## config.mk

```make
export PLATFORM = sky130hd
export DESIGN_NAME = crank_torque_power_decode_flat
export DESIGN_NICKNAME = d
export VERILOG_FILES = /design/src/ctpd_pkg.sv /design/src/ctpd_if.sv /design/src/ctpd_div.sv /design/src/ctpd_mul.sv /design/src/crank_torque_power_decode.sv /design/src/flat_wrapper.sv
export SDC_FILE = /design/constraint.sdc
export NUM_CORES = 2
export LEC_CHECK = 0
export BUFFER_PORTS_ARGS = -buffer_cell sky130_fd_sc_hd__buf_2
export CAP_MARGIN = 15
export CORE_UTILIZATION = 35
export CTS_CLUSTER_DIAMETER = 30
export DETAILED_ROUTE_END_ITERATION = 7
export GPL_ROUTABILITY_DRIVEN = 0
export GPL_TIMING_DRIVEN = 0
export SLEW_MARGIN = 20
export SYNTH_ARGS = -nofsm -noshare
export SYNTH_HDL_FRONTEND = slang
export SYNTH_SLANG_ARGS = --single-unit
```

## constraint.sdc

```tcl
create_clock -name clock -period 19.32 [get_ports clock]
set_input_delay 0.966 -clock clock [delete_from_list [all_inputs] [get_ports clock]]
set_output_delay 0.966 -clock clock [all_outputs]
set_load 0.1 [all_outputs]
```

## src/ctpd_pkg.sv

```systemverilog
package ctpd_pkg;

   localparam int FRAC_BITS_DEF = 4;

   localparam logic [7:0]  HDR_LENGTH  = 8'h09;
   localparam logic [7:0]  HDR_MSG_ID  = 8'h4E;
   localparam logic [7:0]  HDR_CHANNEL = 8'h00;
   localparam logic [7:0]  PAGE_TORQUE = 8'h20;
   localparam logic [15:0] OFFSET_RESET = 16'd507;

   localparam int DIV_W     = 48;
   localparam int DIV_DEN_W = 16;
   localparam int MUL_W     = 40;

   localparam logic [24:0] CAD_SCALE = 25'd120000;
   localparam logic [26:0] FRQ_SCALE = 27'd2000;
   localparam logic [DIV_DEN_W-1:0] POWER_DIVISOR = 16'd30;
   localparam logic [MUL_W-1:0] PI_Q16 = 40'd205887;
   localparam logic [2*MUL_W-1:0] PROD_LIMIT = 80'd30 << 40;

   typedef struct packed {
      logic                 start;
      logic [DIV_W-1:0]     num;
      logic [DIV_DEN_W-1:0] den;
   } div_req_type;

   typedef struct packed {
      logic             done;
      logic [DIV_W-1:0] quo;
   } div_rsp_type;

   typedef struct packed {
      logic             start;
      logic [MUL_W-1:0] a;
      logic [MUL_W-1:0] b;
   } mul_req_type;

   typedef struct packed {
      logic               done;
      logic [2*MUL_W-1:0] prod;
   } mul_rsp_type;

endpackage

```

## src/ctpd_if.sv

```systemverilog
interface ctpd_req_if;
   logic        valid;
   logic        ready;
   logic [7:0]  msg_length;
   logic [7:0]  msg_id;
   logic [7:0]  channel_num;
   logic [7:0]  page_num;
   logic [7:0]  event_count;
   logic [15:0] slope_value;
   logic [15:0] stamp_ticks;
   logic [15:0] torque_tick_count;
   logic [31:0] now_ms;

   modport source (output valid, msg_length, msg_id, channel_num, page_num, event_count,
                   slope_value, stamp_ticks, torque_tick_count, now_ms, input ready);
   modport sink (input valid, msg_length, msg_id, channel_num, page_num, event_count,
                 slope_value, stamp_ticks, torque_tick_count, now_ms, output ready);
endinterface

interface ctpd_rsp_if;
   logic        valid;
   logic        ready;
   logic [19:0] power_sixteenths;
   logic [15:0] interval_ticks;
   logic [15:0] cadence_sixteenths;
   logic        coast_out;
   logic        fault;

   modport source (output valid, power_sixteenths, interval_ticks, cadence_sixteenths,
                   coast_out, fault, input ready);
   modport sink (input valid, power_sixteenths, interval_ticks, cadence_sixteenths,
                 coast_out, fault, output ready);
endinterface

interface ctpd_csr_if;
   logic        valid;
   logic        ready;
   logic [15:0] wdata;

   modport source (output valid, wdata, input ready);
   modport sink (input valid, wdata, output ready);
endinterface

```

## src/ctpd_div.sv

```systemverilog
module ctpd_div (
   input  logic                 clock,
   input  logic                 reset,
   input  ctpd_pkg::div_req_type div_req,
   output ctpd_pkg::div_rsp_type div_rsp
);
   import ctpd_pkg::*;

   localparam int CNT_W = $clog2(DIV_W);

   logic [DIV_DEN_W-1:0] den_ff;
   logic [DIV_DEN_W-1:0] rem_ff;
   logic [DIV_W-1:0]     quo_ff;
   logic [CNT_W-1:0]     cnt_ff;
   logic                 busy_ff;
   logic                 done_ff;
   logic [DIV_DEN_W:0]   trial;
   logic                 fits;

   assign trial = {rem_ff, quo_ff[DIV_W-1]};
   assign fits  = trial >= {1'b0, den_ff};

   always_ff @(posedge clock) begin
      if (reset) begin
         busy_ff <= 1'b0;
         done_ff <= 1'b0;
         cnt_ff  <= '0;
      end else begin
         done_ff <= 1'b0;
         if (div_req.start) begin
            busy_ff <= 1'b1;
            cnt_ff  <= '0;
            rem_ff  <= '0;
            quo_ff  <= div_req.num;
            den_ff  <= div_req.den;
         end else if (busy_ff) begin
            rem_ff <= fits ? DIV_DEN_W'(trial - {1'b0, den_ff}) : trial[DIV_DEN_W-1:0];
            quo_ff <= {quo_ff[DIV_W-2:0], fits};
            if (cnt_ff == CNT_W'(DIV_W - 1)) begin
               busy_ff <= 1'b0;
               done_ff <= 1'b1;
            end else begin
               cnt_ff <= cnt_ff + 1'b1;
            end
         end
      end
   end

   assign div_rsp.done = done_ff;
   assign div_rsp.quo  = quo_ff;

endmodule

```

## src/ctpd_mul.sv

```systemverilog
module ctpd_mul (
   input  logic                 clock,
   input  logic                 reset,
   input  ctpd_pkg::mul_req_type mul_req,
   output ctpd_pkg::mul_rsp_type mul_rsp
);
   import ctpd_pkg::*;

   localparam int CNT_W = $clog2(MUL_W);

   logic [MUL_W-1:0]   a_ff;
   logic [MUL_W-1:0]   b_ff;
   logic [2*MUL_W-1:0] prod_ff;
   logic [CNT_W-1:0]   cnt_ff;
   logic               busy_ff;
   logic               done_ff;
   logic [MUL_W:0]     sum;

   assign sum = {1'b0, prod_ff[2*MUL_W-1:MUL_W]} + (b_ff[0] ? {1'b0, a_ff} : '0);

   always_ff @(posedge clock) begin
      if (reset) begin
         busy_ff <= 1'b0;
         done_ff <= 1'b0;
         cnt_ff  <= '0;
      end else begin
         done_ff <= 1'b0;
         if (mul_req.start) begin
            busy_ff <= 1'b1;
            cnt_ff  <= '0;
            a_ff    <= mul_req.a;
            b_ff    <= mul_req.b;
            prod_ff <= '0;
         end else if (busy_ff) begin
            prod_ff <= {sum, prod_ff[MUL_W-1:1]};
            b_ff    <= {1'b0, b_ff[MUL_W-1:1]};
            if (cnt_ff == CNT_W'(MUL_W - 1)) begin
               busy_ff <= 1'b0;
               done_ff <= 1'b1;
            end else begin
               cnt_ff <= cnt_ff + 1'b1;
            end
         end
      end
   end

   assign mul_rsp.done = done_ff;
   assign mul_rsp.prod = prod_ff;

endmodule

```

## src/crank_torque_power_decode.sv

```systemverilog
// An item that computes nothing (rejected header, other page, first or repeated torque
// page, or a zero interval or slope, flagged as a fault) goes straight to the output.
// An item that computes power takes at most four passes of the bit-serial divider and
// two passes of the bit-serial multiplier, and then loads the result into the output.
// One item is in work at a time; a new one is taken once the last result is loaded.
// Reset is synchronous and active high: it restores the offset to 507 and clears the
// stored page, the coast state and the last cadence.
module crank_torque_power_decode #(
   parameter int FRAC_BITS = ctpd_pkg::FRAC_BITS_DEF
) (
   input  logic        clock,
   input  logic        reset,
   ctpd_req_if.sink    req_bus,
   ctpd_rsp_if.source  rsp_bus,
   ctpd_csr_if.sink    csr_bus
);
   import ctpd_pkg::*;

   localparam int CAD_SHIFT = 8 - FRAC_BITS;
   localparam int PW_SHIFT  = 32 - FRAC_BITS;
   localparam int MAG_W     = 2 * MUL_W - PW_SHIFT;

   typedef enum logic [2:0] {
      ST_IDLE, ST_CAD, ST_FRQ, ST_TRQ, ST_MULP, ST_DIVP, ST_MULPI, ST_OUT
   } state_type;

   state_type   state_ff;

   logic [15:0] offset_ff;
   logic [7:0]  prev_events_ff;
   logic [15:0] prev_stamp_ff;
   logic [15:0] prev_tticks_ff;
   logic        have_prev_ff;
   logic        coast_ff;
   logic [31:0] last_other_ff;
   logic [15:0] last_cad_ff;

   logic [15:0] tint_ff;
   logic [7:0]  dev_ff;
   logic [15:0] dtick_ff;
   logic [15:0] slope_ff;
   logic [32:0] cad8_ff;
   logic [34:0] fmag_ff;
   logic [38:0] tmag_ff;
   logic [39:0] p_ff;
   logic [MAG_W-1:0] mag_ff;
   logic        neg_ff;
   logic        sat_ff;
   logic [15:0] iv_st_ff;
   logic [15:0] cad_st_ff;
   logic        flt_st_ff;
   logic        div_start_ff;
   logic        mul_start_ff;

   logic        rsp_valid_ff;
   logic [19:0] rsp_pw_ff;
   logic [15:0] rsp_iv_ff;
   logic [15:0] rsp_cad_ff;
   logic        rsp_coast_ff;
   logic        rsp_flt_ff;

   div_req_type div_req;
   div_rsp_type div_rsp;
   mul_req_type mul_req;
   mul_rsp_type mul_rsp;

   logic        hdr_ok;
   logic [32:0] coast_el;
   logic [15:0] coast_t;
   logic [15:0] new_t;
   logic [24:0] cad_base;
   logic [26:0] frq_base;
   logic [38:0] trq_num;
   logic [32:0] cad_shifted;
   logic [34:0] fpos;
   logic [34:0] offq;
   logic [20:0] pw_lim;
   logic [20:0] pw_val;
   logic [19:0] pw_out;
   logic        out_free;

   ctpd_div u_div (
      .clock   (clock),
      .reset   (reset),
      .div_req (div_req),
      .div_rsp (div_rsp)
   );

   ctpd_mul u_mul (
      .clock   (clock),
      .reset   (reset),
      .mul_req (mul_req),
      .mul_rsp (mul_rsp)
   );

   assign hdr_ok = (req_bus.msg_length == HDR_LENGTH) && (req_bus.msg_id == HDR_MSG_ID)
                   && (req_bus.channel_num == HDR_CHANNEL);
   assign coast_el = {req_bus.now_ms - last_other_ff, 1'b0};
   assign coast_t  = (|coast_el[32:16]) ? 16'hFFFF : coast_el[15:0];
   assign new_t    = coast_ff ? coast_t : req_bus.stamp_ticks - prev_stamp_ff;

   assign cad_base = {17'b0, dev_ff} * CAD_SCALE;
   assign frq_base = {11'b0, dtick_ff} * FRQ_SCALE;
   assign trq_num  = 39'({fmag_ff, 3'b0}) + 39'({fmag_ff, 1'b0});
   assign cad_shifted = div_rsp.quo[32:0] >> CAD_SHIFT;
   assign fpos = div_rsp.quo[34:0];
   assign offq = {11'b0, offset_ff, 8'b0};

   always_comb begin
      div_req.start = div_start_ff;
      div_req.num   = '0;
      div_req.den   = tint_ff;
      case (state_ff)
         ST_CAD: div_req.num = {15'b0, cad_base, 8'b0};
         ST_FRQ: div_req.num = {13'b0, frq_base, 8'b0};
         ST_TRQ: begin
            div_req.num = {9'b0, trq_num};
            div_req.den = slope_ff;
         end
         ST_DIVP: begin
            div_req.num = mul_rsp.prod[DIV_W-1:0];
            div_req.den = POWER_DIVISOR;
         end
         default: div_req.num = '0;
      endcase
   end

   always_comb begin
      mul_req.start = mul_start_ff;
      if (state_ff == ST_MULPI) begin
         mul_req.a = p_ff;
         mul_req.b = PI_Q16;
      end else begin
         mul_req.a = {1'b0, tmag_ff};
         mul_req.b = {7'b0, cad8_ff};
      end
   end

   assign pw_lim = neg_ff ? 21'd524288 : 21'd524287;
   assign pw_val = (sat_ff || (mag_ff > MAG_W'(pw_lim))) ? pw_lim : 21'(mag_ff);
   assign pw_out = neg_ff ? 20'(21'd0 - pw_val) : pw_val[19:0];
   assign out_free = !rsp_valid_ff || rsp_bus.ready;

   always_ff @(posedge clock) begin
      if (reset) begin
         state_ff       <= ST_IDLE;
         offset_ff      <= OFFSET_RESET;
         prev_events_ff <= '0;
         prev_stamp_ff  <= '0;
         prev_tticks_ff <= '0;
         have_prev_ff   <= 1'b0;
         coast_ff       <= 1'b0;
         last_other_ff  <= '0;
         last_cad_ff    <= '0;
         div_start_ff   <= 1'b0;
         mul_start_ff   <= 1'b0;
         rsp_valid_ff   <= 1'b0;
      end else begin
         div_start_ff <= 1'b0;
         mul_start_ff <= 1'b0;
         if (csr_bus.valid) begin
            offset_ff <= csr_bus.wdata;
         end
         if (rsp_valid_ff && rsp_bus.ready) begin
            rsp_valid_ff <= 1'b0;
         end
         case (state_ff)
            ST_IDLE: begin
               if (req_bus.valid) begin
                  mag_ff    <= '0;
                  sat_ff    <= 1'b0;
                  neg_ff    <= 1'b0;
                  iv_st_ff  <= '0;
                  cad_st_ff <= '0;
                  flt_st_ff <= 1'b0;
                  state_ff  <= ST_OUT;
                  if (!hdr_ok) begin
                     cad_st_ff <= last_cad_ff;
                  end else if (req_bus.page_num != PAGE_TORQUE) begin
                     last_other_ff <= req_bus.now_ms;
                     coast_ff      <= 1'b1;
                  end else if (!have_prev_ff || (req_bus.stamp_ticks != prev_stamp_ff)) begin
                     prev_events_ff <= req_bus.event_count;
                     prev_stamp_ff  <= req_bus.stamp_ticks;
                     prev_tticks_ff <= req_bus.torque_tick_count;
                     have_prev_ff   <= 1'b1;
                     coast_ff       <= 1'b0;
                     if (have_prev_ff) begin
                        tint_ff  <= new_t;
                        dev_ff   <= req_bus.event_count - prev_events_ff;
                        dtick_ff <= req_bus.torque_tick_count - prev_tticks_ff;
                        slope_ff <= req_bus.slope_value;
                        if ((new_t == '0) || (req_bus.slope_value == '0)) begin
                           flt_st_ff <= 1'b1;
                        end else begin
                           iv_st_ff     <= new_t;
                           div_start_ff <= 1'b1;
                           state_ff     <= ST_CAD;
                        end
                     end
                  end
               end
            end
            ST_CAD: begin
               if (div_rsp.done) begin
                  cad8_ff      <= div_rsp.quo[32:0];
                  cad_st_ff    <= (|cad_shifted[32:16]) ? 16'hFFFF : cad_shifted[15:0];
                  div_start_ff <= 1'b1;
                  state_ff     <= ST_FRQ;
               end
            end
            ST_FRQ: begin
               if (div_rsp.done) begin
                  neg_ff       <= fpos < offq;
                  fmag_ff      <= (fpos < offq) ? offq - fpos : fpos - offq;
                  div_start_ff <= 1'b1;
                  state_ff     <= ST_TRQ;
               end
            end
            ST_TRQ: begin
               if (div_rsp.done) begin
                  tmag_ff <= div_rsp.quo[38:0];
                  if ((div_rsp.quo[38:0] == '0) || (cad8_ff == '0)) begin
                     state_ff <= ST_OUT;
                  end else begin
                     mul_start_ff <= 1'b1;
                     state_ff     <= ST_MULP;
                  end
               end
            end
            ST_MULP: begin
               if (mul_rsp.done) begin
                  if (mul_rsp.prod >= PROD_LIMIT) begin
                     sat_ff   <= 1'b1;
                     state_ff <= ST_OUT;
                  end else begin
                     div_start_ff <= 1'b1;
                     state_ff     <= ST_DIVP;
                  end
               end
            end
            ST_DIVP: begin
               if (div_rsp.done) begin
                  p_ff         <= div_rsp.quo[39:0];
                  mul_start_ff <= 1'b1;
                  state_ff     <= ST_MULPI;
               end
            end
            ST_MULPI: begin
               if (mul_rsp.done) begin
                  mag_ff   <= MAG_W'(mul_rsp.prod >> PW_SHIFT);
                  state_ff <= ST_OUT;
               end
            end
            ST_OUT: begin
               if (out_free) begin
                  rsp_valid_ff <= 1'b1;
                  rsp_pw_ff    <= pw_out;
                  rsp_iv_ff    <= iv_st_ff;
                  rsp_cad_ff   <= cad_st_ff;
                  rsp_coast_ff <= coast_ff;
                  rsp_flt_ff   <= flt_st_ff;
                  last_cad_ff  <= cad_st_ff;
                  state_ff     <= ST_IDLE;
               end
            end
            default: state_ff <= ST_IDLE;
         endcase
      end
   end

   assign req_bus.ready = (state_ff == ST_IDLE);
   assign csr_bus.ready = 1'b1;

   assign rsp_bus.valid              = rsp_valid_ff;
   assign rsp_bus.power_sixteenths   = rsp_pw_ff;
   assign rsp_bus.interval_ticks     = rsp_iv_ff;
   assign rsp_bus.cadence_sixteenths = rsp_cad_ff;
   assign rsp_bus.coast_out          = rsp_coast_ff;
   assign rsp_bus.fault              = rsp_flt_ff;

endmodule
```

## src/flat_wrapper.sv

```systemverilog
// flat-port wrapper written by rule: the top's interface ports become plain ports
module crank_torque_power_decode_flat import ctpd_pkg::*;
#(
   parameter int FRAC_BITS = ctpd_pkg::FRAC_BITS_DEF
)
  (clock, reset, req_bus_valid, req_bus_msg_length, req_bus_msg_id, req_bus_channel_num, req_bus_page_num, req_bus_event_count, req_bus_slope_value, req_bus_stamp_ticks, req_bus_torque_tick_count, req_bus_now_ms, req_bus_ready, rsp_bus_valid, rsp_bus_power_sixteenths, rsp_bus_interval_ticks, rsp_bus_cadence_sixteenths, rsp_bus_coast_out, rsp_bus_fault, rsp_bus_ready, csr_bus_valid, csr_bus_wdata, csr_bus_ready);
  ctpd_req_if req_bus_i ();
  ctpd_rsp_if rsp_bus_i ();
  ctpd_csr_if csr_bus_i ();
  input  logic clock;
  input  logic reset;
  input wire logic [$bits(req_bus_i.valid)-1:0] req_bus_valid;
  input wire logic [$bits(req_bus_i.msg_length)-1:0] req_bus_msg_length;
  input wire logic [$bits(req_bus_i.msg_id)-1:0] req_bus_msg_id;
  input wire logic [$bits(req_bus_i.channel_num)-1:0] req_bus_channel_num;
  input wire logic [$bits(req_bus_i.page_num)-1:0] req_bus_page_num;
  input wire logic [$bits(req_bus_i.event_count)-1:0] req_bus_event_count;
  input wire logic [$bits(req_bus_i.slope_value)-1:0] req_bus_slope_value;
  input wire logic [$bits(req_bus_i.stamp_ticks)-1:0] req_bus_stamp_ticks;
  input wire logic [$bits(req_bus_i.torque_tick_count)-1:0] req_bus_torque_tick_count;
  input wire logic [$bits(req_bus_i.now_ms)-1:0] req_bus_now_ms;
  output wire logic [$bits(req_bus_i.ready)-1:0] req_bus_ready;
  output wire logic [$bits(rsp_bus_i.valid)-1:0] rsp_bus_valid;
  output wire logic [$bits(rsp_bus_i.power_sixteenths)-1:0] rsp_bus_power_sixteenths;
  output wire logic [$bits(rsp_bus_i.interval_ticks)-1:0] rsp_bus_interval_ticks;
  output wire logic [$bits(rsp_bus_i.cadence_sixteenths)-1:0] rsp_bus_cadence_sixteenths;
  output wire logic [$bits(rsp_bus_i.coast_out)-1:0] rsp_bus_coast_out;
  output wire logic [$bits(rsp_bus_i.fault)-1:0] rsp_bus_fault;
  input wire logic [$bits(rsp_bus_i.ready)-1:0] rsp_bus_ready;
  input wire logic [$bits(csr_bus_i.valid)-1:0] csr_bus_valid;
  input wire logic [$bits(csr_bus_i.wdata)-1:0] csr_bus_wdata;
  output wire logic [$bits(csr_bus_i.ready)-1:0] csr_bus_ready;
  assign req_bus_i.valid = req_bus_valid;
  assign req_bus_i.msg_length = req_bus_msg_length;
  assign req_bus_i.msg_id = req_bus_msg_id;
  assign req_bus_i.channel_num = req_bus_channel_num;
  assign req_bus_i.page_num = req_bus_page_num;
  assign req_bus_i.event_count = req_bus_event_count;
  assign req_bus_i.slope_value = req_bus_slope_value;
  assign req_bus_i.stamp_ticks = req_bus_stamp_ticks;
  assign req_bus_i.torque_tick_count = req_bus_torque_tick_count;
  assign req_bus_i.now_ms = req_bus_now_ms;
  assign req_bus_ready = req_bus_i.ready;
  assign rsp_bus_valid = rsp_bus_i.valid;
  assign rsp_bus_power_sixteenths = rsp_bus_i.power_sixteenths;
  assign rsp_bus_interval_ticks = rsp_bus_i.interval_ticks;
  assign rsp_bus_cadence_sixteenths = rsp_bus_i.cadence_sixteenths;
  assign rsp_bus_coast_out = rsp_bus_i.coast_out;
  assign rsp_bus_fault = rsp_bus_i.fault;
  assign rsp_bus_i.ready = rsp_bus_ready;
  assign csr_bus_i.valid = csr_bus_valid;
  assign csr_bus_i.wdata = csr_bus_wdata;
  assign csr_bus_ready = csr_bus_i.ready;
  crank_torque_power_decode #(.FRAC_BITS(FRAC_BITS)) u_core (.clock(clock), .reset(reset), .req_bus(req_bus_i), .rsp_bus(rsp_bus_i), .csr_bus(csr_bus_i));
endmodule
```

[After elaboration in Yosys (flattened, before gate mapping)]
Index checks and enable logic that the tools add are counted.
Storage, ports and cells
  register bits: 712
  input bits: 141
  output and inout port bits: 57
  logic and storage cells: 221
Operators by class
  add/subtract/negate cells: 12
  multiply operators: 2
  $lt $le $gt $ge: 4
  eq/ne operators: 22
  muxes and demuxes: 74
  bitwise logic cells: 9
  reductions and logical operators: 54
Operator list (number)
  case mux 48 bit (4 select lines): 1
  two-way mux 16 bit: 8
  two-way mux 40 bit: 3
  two-way mux 52 bit: 2
  case mux 52 bit (2 select lines): 1
  two-way mux 48 bit: 2
  greater-or-equal comparator 80 x 45 -> 1 bit (second input constant): 1
  two-way mux 80 bit: 1
  two-way mux 79 bit: 1
  case mux 16 bit (2 select lines): 2
  two-way mux 20 bit: 3
  greater-than comparator 52 x 20 -> 1 bit: 1
  subtractor 16 bit: 3
  adder 40 x 41 -> 41 bit: 1
  adder 38 x 36 -> 39 bit: 1
  logical NOT 39 bit: 1
  two-way mux 3 bit: 13
  less-than comparator 35 x 24 -> 1 bit: 1
  two-way mux 35 bit: 1
  subtractor 24 x 35 -> 35 bit: 1
  subtractor 35 x 24 -> 35 bit: 1
  logical NOT 33 bit: 1
  logical NOT 16 bit: 2
  subtractor 32 bit: 1
  other kinds (40): 124

[Longest topological paths before layout]
  depth after elaboration: 13
  depth in mapped cells: 20
  depth with buffers taken out: 18

[By module]
Synthesis repeated with hierarchy kept, for this count alone.
Unflattened totals
  cell total of the unflattened synthesis: 4136
  area, all modules: 43013.8 um2
By module, submodules not included
  crank_torque_power_decode: times used 1, cells each 3111, area an instance 29986.3 um2, sequential area each 12572.1 um2
  ctpd_mul: times used 1, cells each 678, area an instance 8518.2 um2, sequential area each 4964.8 um2
  ctpd_div: times used 1, cells each 347, area an instance 4509.3 um2, sequential area each 2562.5 um2

[Worst setup path before layout]
OpenSTA, ideal clock, no wires.
  path kind: register to register
  start point: reg u_core.state_ff[1]
  end point: reg u_core.dev_ff[0] (enable)
  setup time: 539 ps
  arrival time: 6491 ps
  required time: 18781 ps
  path slack: 12290 ps
  stages on the path, launching flop included: 7
  buffers on the path: 2
  clock period less this slack: 7030 ps
  path through: dfxtp_1 -> clkbuf_1 -> or2_2 -> clkbuf_1 -> nor2_1 -> nand2_1 -> nor3_1
On the way
  word-level cells in the longest chain between the ends: 2
Ends and longest elaborated chain
  start, declared: RTL line crank_torque_power_decode.sv:27  | state_type state_ff;
  start signal, assigned: RTL line crank_torque_power_decode.sv:146  | state_ff <= ST_IDLE;
  start signal, assigned: RTL line crank_torque_power_decode.sv:176  | state_ff <= ST_OUT;
  start signal, assigned: RTL line crank_torque_power_decode.sv:198  | state_ff <= ST_CAD;
  logical NOT 3 bit
  via req_bus_ready: RTL line flat_wrapper.sv:22  | output wire logic [$bits(req_bus_i.ready)-1:0] req_bus_ready;
  AND reduction 7 bit (no line)
  end signal, assigned: RTL line crank_torque_power_decode.sv:190  | dev_ff <= req_bus.event_count - prev_events_ff;
  end, declared: RTL line crank_torque_power_decode.sv:39  | logic [7:0] dev_ff;
The timed path passes the listed nets, and every way through them passes these cells.
A chain may end at the register's enable or synchronous reset.

[Final worst setup path]
  start point: reg u_core.dtick_ff[1]
  end point: reg u_core.u_div.quo_ff[34], data pin
On the way
  word-level cells in the longest chain between the ends: 3
Ends and longest elaborated chain
  start, declared: RTL line crank_torque_power_decode.sv:40  | logic [15:0] dtick_ff;
  start signal, assigned: RTL line crank_torque_power_decode.sv:191  | dtick_ff <= req_bus.torque_tick_count - prev_tticks_ff;
  multiplier 16 x 7 -> 23 bit: RTL line crank_torque_power_decode.sv:103  | assign frq_base = {11'b0, dtick_ff} * FRQ_SCALE;
  case mux 48 bit (4 select lines): RTL line crank_torque_power_decode.sv:113  | case (state_ff)
  two-way mux 48 bit: RTL line ctpd_div.sv:30  | if (div_req.start) begin
  end signal, assigned: RTL line ctpd_div.sv:34  | quo_ff <= div_req.num;
  end signal, assigned: RTL line ctpd_div.sv:38  | quo_ff <= {quo_ff[DIV_W-2:0], fits};
  end, declared: RTL line ctpd_div.sv:13  | logic [DIV_W-1:0] quo_ff;
Every way passes these cells.

==> reports/results.md <==
| Quantity | Reported |
| --- | --- |
| Clock power frac | 55.3% |
| Number of global-route vias before repair | 32600 |
| Via density per instance | 5.34 |
| Switching Power | 1.29 mW |
| Leak Pwr | 19.7 nW |
| Final Routed Wirelength | 124000 microns |
| Biggest fanout along the worst timing path | 5 |
| Final Worst Setup Slack | 13370 ps |
| Buffering stage count on the worst path with inverters included | 2 |
| First-pass GRT wire length | 190000 microns |
| Worst path most repeated cell | sky130_fd_sc_hd__fa_1 |
| Clock Skews | 97.4 ps |
| Total of max-cap violations | 0 |
| Maximum number of buffers from clock root to sink | 3 |
| Delay of the slowest cell on the worst path | 600 ps |
| ANT nets after route | 0 |
| Share of power burned in registers | 34.9% |
| Number of antenna violations at the first check in global routing | 1 |
| Number of I/O pins | 198 |
| Post-detailed-route wirelength per cell | 19.6 microns |
| WP data arrival | 6450 ps |
| Setup slack at placement | 13390 ps |
| Net count after synthesis | 4748 |
| Remaining design rule violation count | 0 |
| Critical path, cell by cell | fa_1 > inv_1 > fa_1 > fa_1 > inv_1 > fa_1 > ha_1 > a21oi_1 > nor2b_1 > o31ai_2 > o21ai_1 > o41ai_2 > o211ai_1 > or4_1 > a41o_1 > a21oi_1 > xnor2_1 > a221o_1 |
| Number of hold buffers added after CTS | 0 |
| P&R area growth vs syn | 21.2% |
| Number of DRC markers in iteration 0 | 2763 |
| Via count | 33900 |
| Core Footprint | 122000 sq um |
| Ys Warns | 0 |
| Global Route Usage Sum | 19.6% |
| Post-cts resize count | 0 |
| Fraction of final layout cells with drive strength greater than 1 | 13.0% |
| Total count of hold-check failures in the final report | 0 |
| Run status | completed |
| Share of flip-flops with an asynchronous set or reset | 0% |
| Number of setup buffers added after CTS | 0 |
| Std-Cell Rows | 128 |
| Period Utilization, post-route | 30.8% |
| TritonCTS Buffers | 154 |
| Min-delay worst type | in -> reg |
| Part of the power in combinational logic | 9.8% |
| Worst IR Drop VDD | 91.1 uV |
| DP HPWL | 95600 microns |
| Sequential cell area fraction in the yosys report | 46.2% |
| Pint | 3.63 mW |
| CTS HTree Levels | 4 |
| Worst endpoint required time | 19820 ps |
| Top_reg_cell synth | sky130_fd_sc_hd__edfxtp_1 |
| Netlist cell types | 95 |
| Clk pin slew, worst setup/hold paths | 50 ps |
| Worst Tran Pin Value | 1110 ps |
| Synth Register Bits | 705 |
| Critical path capture point type | register |
| Time the worst path needs with I/O delays and setup | 5950 ps |
| CP max-delay cell | sky130_fd_sc_hd__fa_1 |
| Worst slew slack as a fraction of its limit | 26.1% |
| Power Density | 94.4 nW/um^2 |
| Highest Clock Rate | 168 MHz |
| RSZ-0062 raised after global routing | false |
| Area of the die | 124000 sq um |
| Root Buffer | sky130_fd_sc_hd__clkbuf_16 |
| Cell area after synthesis | 43000 sq um |
| Count of buffers from port buffering | 195 |
| Initial standard-cell utilization of the core | 35.3% |
| Pins Over Slew Limit | 0 |
| Worst setup SP type | register |
| Switching Share | 26.2% |
| Largest delay contributor family on the critical path | adder cells |
| Count of antenna diodes in the layout | 0 |
| Average size of a mapped cell | 10.2 sq um |
| Number of enable flip-flop cells after synthesis | 577 |
| Net total in the final layout | 5125 |
| Critical path type | reg -> reg |
| Vertical die dimension | 353 microns |
| Remaining Overflow, GRT | 0 |
| Worst-Skew Late Latency | 810 ps |
| Maximum number of pins on one net before global-route repair | 28 |
| Aggregate negative setup slack | 0 ps |
| Width of the die | 353 microns |
| Clk sinks | 705 |
| Post-Syn Instances | 4208 |
| First-pass iteration count of the detailed router | 5 |
| Setup-violating endpoint count in the final report | 0 |
| CTS tree | done |
flip-flops by register name, summed over array words and instances, names as in the netlist, 20 cells and up:
name / flops
u_core.cad8_ff: 33
u_core.u_mul.prod_ff: 80
u_core.u_div.quo_ff: 48
u_core.fmag_ff: 35
u_core.mag_ff: 52
u_core.p_ff: 40
u_core.last_other_ff: 32
u_core.u_mul.a_ff: 40
u_core.rsp_bus.power_sixteenths: 20
u_core.tmag_ff: 39
u_core.u_mul.b_ff: 33
power by group through the flow:
stage                     registers (mW)  logic, mW  clock network, mW
after global routing                1.72      0.521               2.83
after floorplan                     1.75      0.294                  0
final                               1.72      0.483               2.72
after global placement              1.74      0.456                  0
after detailed placement            1.74      0.472                  0
after CTS                           1.71      0.476               2.75
per-layer routing:
| layer | GRT usage [%] | wire length (microns) | vias to the layer above |
|---|---|---|---|
| met4 | 7.39 | 4150 | 0 |
| met2 | 31.3 | 56500 | 1306 |
| met1 | 26.7 | 55200 | 16200 |
| met5 | 0 | 0 | - |
| li1 | - | - | 16100 |
| met3 | 3.24 | 8570 | 242 |
final timing paths:
check | cells past startpoint | slack, ps | end | startpoint
max | 18 | 13370 | u_core.u_div.quo_ff[34] | u_core.dtick_ff[1]
min reg2reg | 0 | 420 | u_core.rsp_bus.interval_ticks[2] | u_core.iv_st_ff[2]
min | 1 | 380 | u_core.slope_ff[5] | req_bus_slope_value[5]
max reg2reg | 18 | 13370 | u_core.u_div.quo_ff[34] | u_core.dtick_ff[1]
cell usage after synthesis (84+ instances only):
library cell	instances	area, sq um
sky130_fd_sc_hd__edfxtp_1	577	17300
sky130_fd_sc_hd__nand2_1	390	1460
sky130_fd_sc_hd__nor2_1	339	1270
sky130_fd_sc_hd__a21oi_1	322	1610
sky130_fd_sc_hd__ha_1	315	3940
sky130_fd_sc_hd__inv_1	290	1090
sky130_fd_sc_hd__o21ai_0	163	816
sky130_fd_sc_hd__clkbuf_1	152	571
sky130_fd_sc_hd__dfxtp_1	128	2560
sky130_fd_sc_hd__and2_1	102	638
sky130_fd_sc_hd__xnor2_1	99	867
sky130_fd_sc_hd__nor2b_1	90	563
sky130_fd_sc_hd__nor3_1	87	435
sky130_fd_sc_hd__fa_1	84	1680
worst reg2reg max path, delay by kind of cell, from the launching register on:
| kind | cells | cell delay, ps |
|---|---|---|
| DFF | 1 | 550 |
| xor gates and xnor gates | 1 | 140 |
| adders and majority gates | 5 | 2440 |
| AOI/OAI and AO/OA | 8 | 1930 |
| buffers and inverters | 2 | 120 |
| and+or+nand+nor | 2 | 510 |
cells in the final DEF (no fill, tap or decap), drive strengths merged, types with 87 or more instances in the layout:
master  Yosys  layout
inv       290     296
xnor2      99      99
dfxtp     128     128
nor3       87      87
nor2      339     339
nand2     390     390
ha        315     315
and2      102     102
a21oi     332     332
nor2b      91      91
buf        19     240
o21ai     167     167
clkbuf    152     327
edfxtp    577     577
cells by family (layout without fill, tap and decap cells):
group           count (synthesis)  in the layout  synth area share, %
compound gates               1012           1012                 15.5
xor+xnor                      169            169                 3.44
fa+ha+maj                     399            399                 13.1
buf+inv                       463            970                 4.14
flops                         705            705                 46.2
mux                            77             77                 1.92
other cells                     1              1              0.00872
simple gates                 1382           1382                 15.7
stage by stage:
step	power, mW	utilization [%]	hold slack (ps)	instance area, sq um	instances
finish	4.92	42.8	377	52100	6340
global route	5.07	42.8	343	52100	6340
CTS	4.94	42.8	326	52100	6340
detailed placement	2.21	38.2	405	46600	6054
global placement	2.20	37.8	403	46000	6028
floorplan	2.04	-	400	43000	4208
final cells by class:
class,instances,area [sq um]
inverters,292,1100
clock buffers,175,3980
repair buffers,221,1430
clock inverters,111,1560
flip-flops and latches,705,19900
fillers,11500,69800
well taps,1625,2030
multi-input cells,3040,21400
plain buffers,171,689
(Power assumes the default switching activity.)
